### config.mk
export PLATFORM = sky130hd
export DESIGN_NAME = jere_itu
export DESIGN_NICKNAME = d
export VERILOG_FILES = /design/src/jacobi_eigen_rotation_engine_core_assert.svh /design/src/jere_pkg.sv /design/src/jere_itu.sv
export SDC_FILE = /design/constraint.sdc
export NUM_CORES = 1
export LEC_CHECK = 0
export ABC_AREA = 1
export ABC_CLOCK_PERIOD_IN_PS = 2900
export BUFFER_PORTS_ARGS = -buffer_cell sky130_fd_sc_hd__buf_4
export CAP_MARGIN = 15
export CORE_MARGIN = 3
export CORE_UTILIZATION = 54
export CTS_BUF_LIST = sky130_fd_sc_hd__clkbuf_2 sky130_fd_sc_hd__clkbuf_4 sky130_fd_sc_hd__clkbuf_8
export CTS_CLUSTER_SIZE = 28
export DETAILED_ROUTE_END_ITERATION = 16
export GPL_TIMING_DRIVEN = 0
export PLACE_DENSITY = 0.79
export SLEW_MARGIN = 20
export SYNTH_ARGS = -nofsm -noshare
export SYNTH_HDL_FRONTEND = slang
export SYNTH_SLANG_ARGS = --single-unit
### constraint.sdc
create_clock -name clk -period 2.9 [get_ports clk]
set_clock_uncertainty 0.05 [all_clocks]
set_input_delay 0.29 -clock clk [delete_from_list [all_inputs] [get_ports clk]]
set_output_delay 0.29 -clock clk [all_outputs]
set_load 0.01 [all_outputs]
### src/jacobi_eigen_rotation_engine_core_assert.svh
// Assertion macros used by the engine core.
`ifndef JACOBI_EIGEN_ROTATION_ENGINE_CORE_ASSERT_SVH
`define JACOBI_EIGEN_ROTATION_ENGINE_CORE_ASSERT_SVH

// Same-cycle implication, sampled on clk, off during reset.
`define JERE_ASSERT_NOW(lbl, ante, cons, msg) \
	lbl: assert property (@(posedge clk) disable iff (!arst_n) (ante) |-> (cons)) \
		else $error(msg);

// Next-cycle implication, sampled on clk, off during reset.
`define JERE_ASSERT_NXT(lbl, ante, cons, msg) \
	lbl: assert property (@(posedge clk) disable iff (!arst_n) (ante) |=> (cons)) \
		else $error(msg);

`endif

### src/jere_pkg.sv
package jere_pkg;

	localparam logic [1:0] OP_WRITE = 2'd0;
	localparam logic [1:0] OP_READ  = 2'd1;
	localparam logic [1:0] OP_ITER  = 2'd2;
	localparam logic [1:0] OP_NOP   = 2'd3;

	localparam logic [1:0] STAT_DONE  = 2'd0;
	localparam logic [1:0] STAT_ROT   = 2'd1;
	localparam logic [1:0] STAT_CONV  = 2'd2;
	localparam logic [1:0] STAT_LIMIT = 2'd3;

	localparam logic [1:0] CFG_TOL   = 2'd0;
	localparam logic [1:0] CFG_LIMIT = 2'd1;
	localparam logic [1:0] CFG_SIZE  = 2'd2;

	localparam logic [6:0] ITU_SQRT_STEPS = 7'd32;
	localparam logic [6:0] ITU_DIV_STEPS  = 7'd64;

	typedef enum logic [5:0] {
		S_IDLE, S_WR, S_RD_A, S_RD_D, S_IT_CHK,
		S_SC_RD, S_SC_CMP, S_SC_END, S_PV_W, S_PV_U, S_PV_G, S_XY_SH,
		S_MUL_XX, S_MUL_YY, S_SQ1_GO, S_SQ1_W, S_DV1_GO, S_DV1_W,
		S_MUL_TT, S_SQ2_GO, S_SQ2_W, S_DV2_GO, S_DV2_W,
		S_MUL_CT, S_S_SET, S_MUL_SS, S_MUL_CS, S_K_INIT,
		S_K_NEXT, S_K_RA, S_K_RB, S_K_M1, S_K_M2, S_K_M3, S_K_M4,
		S_D_M1, S_D_M2, S_D_M3, S_D_M4, S_D_M5, S_D_M6, S_D_ZERO, S_FIN
	} fsm_state_t;

	typedef struct packed {
		logic        start;
		logic        is_sqrt;
		logic [63:0] opa;
		logic [32:0] opb;
	} itu_req_t;

	typedef struct packed {
		logic        done;
		logic [63:0] res;
	} itu_rsp_t;

endpackage

### src/jere_itu.sv
// Shared iterative unit: restoring divide (64/33, one bit a cycle) or
// integer square root (64-bit, two bits a cycle).
module jere_itu (
	input  logic               clk,
	input  logic               arst_n,
	input  jere_pkg::itu_req_t req,
	output jere_pkg::itu_rsp_t rsp
);

	logic        busy_q;
	logic        done_q;
	logic        sqrt_q;
	logic [6:0]  cnt_q;
	logic [63:0] sh_q;
	logic [63:0] res_q;
	logic [33:0] rem_q;
	logic [32:0] den_q;
	logic [35:0] cur;
	logic [35:0] trial;
	logic [36:0] diff;
	logic        ge;

	always_comb begin
		cur   = sqrt_q ? {rem_q, sh_q[63:62]} : {1'b0, rem_q, sh_q[63]};
		trial = sqrt_q ? {2'b00, res_q[31:0], 2'b01} : {3'b000, den_q};
		diff  = {1'b0, cur} - {1'b0, trial};
		ge    = !diff[36];
	end

	always_ff @(posedge clk or negedge arst_n) begin
		if (!arst_n) begin
			busy_q <= 1'b0;
			done_q <= 1'b0;
			sqrt_q <= 1'b0;
			cnt_q  <= '0;
		end else if (req.start) begin
			busy_q <= 1'b1;
			done_q <= 1'b0;
			sqrt_q <= req.is_sqrt;
			cnt_q  <= req.is_sqrt ? jere_pkg::ITU_SQRT_STEPS : jere_pkg::ITU_DIV_STEPS;
		end else if (busy_q) begin
			cnt_q <= cnt_q - 7'd1;
			if (cnt_q == 7'd1) begin
				busy_q <= 1'b0;
				done_q <= 1'b1;
			end
		end else begin
			done_q <= 1'b0;
		end
	end

	always_ff @(posedge clk) begin
		if (req.start) begin
			sh_q  <= req.opa;
			den_q <= req.opb;
			rem_q <= '0;
			res_q <= '0;
		end else if (busy_q) begin
			rem_q <= ge ? diff[33:0] : cur[33:0];
			res_q <= {res_q[62:0], ge};
			sh_q  <= sqrt_q ? {sh_q[61:0], 2'b00} : {sh_q[62:0], 1'b0};
		end
	end

	assign rsp.done = done_q;
	assign rsp.res  = res_q;

endmodule

---- Word level (Yosys, flattened, before mapping) ----
Index checks and enable logic that the tools add are counted.
cells by class
  mux-type cells .......................... 15
  equality and inequality tests ........... 2
  add/subtract/negate cells ............... 2
  reduce and logical (&&, ||, !) cells .... 2
operators by type and width
  cell                 number
  $mux 64              3
  $mux 34              2
  $sub 36x34->37       1
  $mux 36              1
  $mux 7               3
  $eq 7x1->1 const B   1
  $sub 7x1->7 const B  1
  $mux 1               6
  $ne 3x2->1 const B   1
  $reduce_bool 2->1    1
  $logic_not 1->1      1
word-level totals
  bits in registers ....................... 205
  logic and storage cells ................. 29
  output and inout port bits .............. 65
  input bits .............................. 101

---- Logic depth before layout (Yosys ltp) ----
  depth in word-level cells ............... 4
  mapped depth ............................ 20
  gate-level depth less buffers ........... 19

---- Least setup slack after synthesis ----
No wires, ideal clock.
  path type ............................... input to register
  start point ............................. input port req[98] in the netlist's numbering
  end point ............................... register sh_q[0] (enable)
  path buffers ............................ 2
  arrival time ............................ 2.640 ns
  slack ................................... -0.244 ns
  cell stages on the path ................. 4
  data required time ...................... 2.396 ns
  setup time .............................. 0.454 ns
  cells stage by stage .................... buf_2 > nor2_1 > inv_1 > clkbuf_1
on the way
  longest elaborated chain between the ends .. 1
RTL lines
  what                                line            RTL
  from (decl)                         jere_itu.sv:6   input jere_pkg::itu_req_t req,
  $reduce_bool 2->1 (no source line)  -
  to (signal assigned)                jere_itu.sv:54  sh_q <= req.opa;
  to (signal assigned)                jere_itu.sv:61  sh_q <= sqrt_q ? {sh_q[61:0], 2'b00} : {sh_q[62:0], 1'b0};
  to (decl)                           jere_itu.sv:14  logic [63:0] sh_q;
Every way passes these cells.
A chain may end at the register's enable or synchronous reset.

---- Worst setup path in the final report ----
  start point ............................. register sqrt_q
  end point ............................... register rem_q[2]
on the way
  longest elaborated chain between the ends .. 3
  elaborated cells on any way between the ends .. 4
  those cells by class .................... add/sub: 1; mux: 3
RTL lines
  what                                line                            RTL
  from (decl)                         jere_itu.sv:12                  logic sqrt_q;
  from (signal assigned)              jere_itu.sv:39                  sqrt_q <= req.is_sqrt;
  $mux 36 or $mux 34 (tied branches)  jere_itu.sv:24, jere_itu.sv:25
  $sub 36x34->37                      jere_itu.sv:26                  diff = {1'b0, cur} - {1'b0, trial};
  $mux 34 *                           jere_itu.sv:59                  rem_q <= ge ? diff[33:0] : cur[33:0];
  to (signal assigned)                jere_itu.sv:59
  to (decl)                           jere_itu.sv:16                  logic [33:0] rem_q;
Every way passes the cells marked *; elsewhere a longest branch is shown, timed or not.

==> impl_metrics.env <==
export IMPL_rows=52
export IMPL_timing_final_crit_share=1.119
export IMPL_fp_dieArea_um2=22890
export IMPL_final_hold_viol_count=0
export IMPL_ant_nets=0
export IMPL_fp_dieH_um=151.3
export IMPL_clk_pin_slew_worst_paths_ps=60
export IMPL_timing_final_max_slew_violations=0
export IMPL_detail_route_drc_violations=0
export IMPL_synth_seq_area_share=0.4495
export IMPL_actual_transition_at_the_worst_max_transition_pin_ps=1287
export IMPL_timing_reg2reg_setup_slack_ps=-340
export IMPL_routedWlPerCell_um=20.34
export IMPL_core_area_um2=20490
export IMPL_postSynthNetCount=1644
export IMPL_cts_tree="yes"
export IMPL_required_time_of_the_critical_path_ps=3300
export IMPL_dpl_worst_slack_ps=-1139
export IMPL_grt_start_max_net_pins=58
export IMPL_num_antenna_cells=0
export IMPL_yosys_warnings=0
export IMPL_drt_total_wl_um=43980
export IMPL_number_of_enable_type_register_cells_in_the_synthesized_netlist=97
export IMPL_grt_overflow=0
export IMPL_synth_area_um2=11400
export IMPL_dominantRegCellSynth="sky130_fd_sc_hd__dfxtp_1"
export IMPL_leading_cell_type_in_the_layout_fill_and_taps_excluded="sky130_fd_sc_hd__nand2_1"
export IMPL_max_cap_violations=0
export IMPL_io_buffers=165
export IMPL_avgSynthCellArea_um2=7.571
export IMPL_detailedRoute_firstIterationViolations=1367
export IMPL_worst_hold_slack_ps=13.23
export IMPL_first_pass_iters=9
export IMPL_cts_max_level=2
export IMPL_finalInstanceArea_um2=17050
export IMPL_floorplan_initialDensity=0.5563
export IMPL_critPathKind="register to register"
export IMPL_hp_class="input pin to register"
export IMPL_max_slew_margin=0.1388
export IMPL_synth_cell_types=44
export IMPL_outcome="finished, violations left"
export IMPL_post_route_cells_drive_above_1_share=0.3478
export IMPL_grt_antenna_before_repair=0
export IMPL_nets=2004
export IMPL_vias_per_cell=5.907
export IMPL_gpl_congestion=1.014
export IMPL_clock_sinks=205
export IMPL_grt_pass1_wl_um=57620
export IMPL_floorplan_io_pins=166
export IMPL_postSynthCellCount=1506
export IMPL_final_period_minus_worst_setup_slack_ps=3244
export IMPL_vias_in_the_first_global_route=11770
export IMPL_worst_path_max_fanout=6
export IMPL_synth_async_sr_flop_share=0.04878
export IMPL_areaGrowthSynthToFinish_pct=49.51
export IMPL_smallest_setup_slack_after_layout_ps=-343.9
export IMPL_die_w_um=151.3
export IMPL_vdd_drop_max_mv=0.4467
export IMPL_power_density_nw_per_um2=876.0
export IMPL_area_of_placed_instances_um2=13010
export IMPL_ys_seq_elements=205
export IMPL_violations="negative setup slack"
export IMPL_numCtsBuffers=35
export IMPL_power_leakage_nw=7.831
export IMPL_startpoint_type="register"
export IMPL_maxClockFrequency_ghz=0.3083
export IMPL_groute_usage_overall=0.3175
export IMPL_layout_common_cells="336 x sky130_fd_sc_hd__nand2_1, 279 x sky130_fd_sc_hd__inv_1, 252 x sky130_fd_sc_hd__buf_4, 98 x sky130_fd_sc_hd__dfxtp_1, 97 x sky130_fd_sc_hd__edfxtp_1"
export IMPL_clock_latency_ps=530
export IMPL_postLayoutCoreUtil=0.8318
export IMPL_endpoint_kind_of_the_worst_setup_timing_path="register"
export IMPL_detailroute_via_count=12770
export IMPL_clk_root_buffer_cell="sky130_fd_sc_hd__clkbuf_8"
export IMPL_place_detailed_hpwl_um=25440
export IMPL_wp_data_arrival_ps=3640
export IMPL_final_setup_viol_count=35
export IMPL_clockBufferDepth=3
export IMPL_rsz_0062_raised_after_global_routing="true"
Yosys cell counts (4+ instances only):
master                     instances  area, um^2
sky130_fd_sc_hd__xnor2_1          12       105.1
sky130_fd_sc_hd__nor3_1           10       50.05
sky130_fd_sc_hd__inv_2             4       15.01
sky130_fd_sc_hd__o21ai_1          25       125.1
sky130_fd_sc_hd__inv_1           291        1092
sky130_fd_sc_hd__a21oi_1          27       135.1
sky130_fd_sc_hd__dfxtp_1          98        1962
sky130_fd_sc_hd__nand2_1         435        1633
sky130_fd_sc_hd__edfxtp_1         97        2913
sky130_fd_sc_hd__o21ai_0          72       360.4
sky130_fd_sc_hd__o221ai_1         62       543.0
sky130_fd_sc_hd__ha_1             36       450.4
sky130_fd_sc_hd__o21bai_1          4       30.03
sky130_fd_sc_hd__dfrtp_1          10       250.2
sky130_fd_sc_hd__nand3_1          91       455.4
sky130_fd_sc_hd__or2_2             7       43.79
sky130_fd_sc_hd__buf_2             6       30.03
sky130_fd_sc_hd__xor2_1            5       43.79
sky130_fd_sc_hd__nor2_1           57       214.0
sky130_fd_sc_hd__nand4_1           9       56.30
sky130_fd_sc_hd__nor2_2            4       25.02
sky130_fd_sc_hd__clkbuf_1         46       172.7
sky130_fd_sc_hd__o22ai_1          63       394.1
sky130_fd_sc_hd__buf_1             6       22.52
flip-flops by register name (all words and copies together), names as in the netlist:
name	count
busy_q	1
cnt_q	7
den_q	33
done_q	1
rem_q	34
res_q	64
sh_q	64
sqrt_q	1
cells by family after synthesis:
family,count (synthesis),synth area share
AO/OA/AOI/OAI,259,0.1451
adder cells (fa/ha/maj),37,0.04126
AND/OR/NAND/NOR,631,0.2307
buffers and inverters,357,0.1205
flip-flops,205,0.4495
XOR/XNOR,17,0.01306
report_power, final:
part	switching, mW	total, mW	internal, mW
Clock	1.20	2.84	1.64
Combinational	4.93	8.34	3.41
Sequential	0.260	3.75	3.49
Total	6.39	14.9	8.54
through the flow:
stage,cells,power (mW),setup TNS [ps]
6_report,2162,14.93,-6086
5_1_grt,2162,15.57,-12280
4_1_cts,2129,12.77,-234.7
3_5_place_dp,1942,8.479,-36470
3_3_place_gp,1941,8.408,-83470
2_1_floorplan,1506,7.168,0
per-layer routing:
metal  track usage  vias to the layer above  routed length, um
met5             0                        -                  0
met1        0.3840                     5900              15580
met3       0.06583                      322               4253
met2        0.5372                      869              20860
met4        0.1568                        0               3286
li1              -                     5679                  -
final timing paths:
path	from	to	cells past startpoint
setup / recovery	sqrt_q$_DFFE_PN0P_	rem_q[2]$_SDFFE_PP0P_	17
hold / removal	req[76]	sh_q[43]$_DFFE_PP_	3
setup reg to reg	sqrt_q$_DFFE_PN0P_	rem_q[2]$_SDFFE_PP0P_	17
hold reg to reg	rem_q[32]$_SDFFE_PP0P_	rem_q[32]$_SDFFE_PP0P_	2
max in group asynchronous	arst_n	sqrt_q$_DFFE_PN0P_	2
min in group asynchronous	arst_n	cnt_q[5]$_DFFE_PN0P_	2
cell type report:
| class | instances | area (um^2) |
|---|---|---|
| Multi-Input combinational cell | 945 | 6490 |
| Sequential cell | 205 | 5126 |
| Fill cell | 1059 | 3447 |
| Timing Repair Buffer | 322 | 2718 |
| Inverter | 295 | 1115 |
| Clock buffer | 58 | 710.7 |
| Buffer | 62 | 494.2 |
| Tap cell | 270 | 337.8 |
| Clock inverter | 5 | 56.30 |
worst max-delay path, stage by stage (launching register included):
cell                        delay [ps]
sky130_fd_sc_hd__dfrtp_2           480
sky130_fd_sc_hd__buf_8             170
sky130_fd_sc_hd__clkbuf_16         170
sky130_fd_sc_hd__clkbuf_8          160
sky130_fd_sc_hd__buf_4             140
sky130_fd_sc_hd__nand2_1           250
sky130_fd_sc_hd__ha_4              270
sky130_fd_sc_hd__inv_1              90
sky130_fd_sc_hd__o21bai_1           80
sky130_fd_sc_hd__nor2_1            170
sky130_fd_sc_hd__nand2_2           110
sky130_fd_sc_hd__a21oi_4           140
sky130_fd_sc_hd__buf_12            170
sky130_fd_sc_hd__nand2_8           100
sky130_fd_sc_hd__clkbuf_16         180
sky130_fd_sc_hd__nand2_1           130
sky130_fd_sc_hd__nand3_1           130
sky130_fd_sc_hd__o21ai_1           140
repair_timing:
item	4_1_cts	5_1_grt
gates cloned	7	3
gates resized for setup	218	286
hold buffers	53	0
buffers inserted	64	32
pin swaps	71	104
setup endpoints to repair	35	35
hold endpoints to repair	62	0
Note: power is estimated with default switching activity, not from simulation.
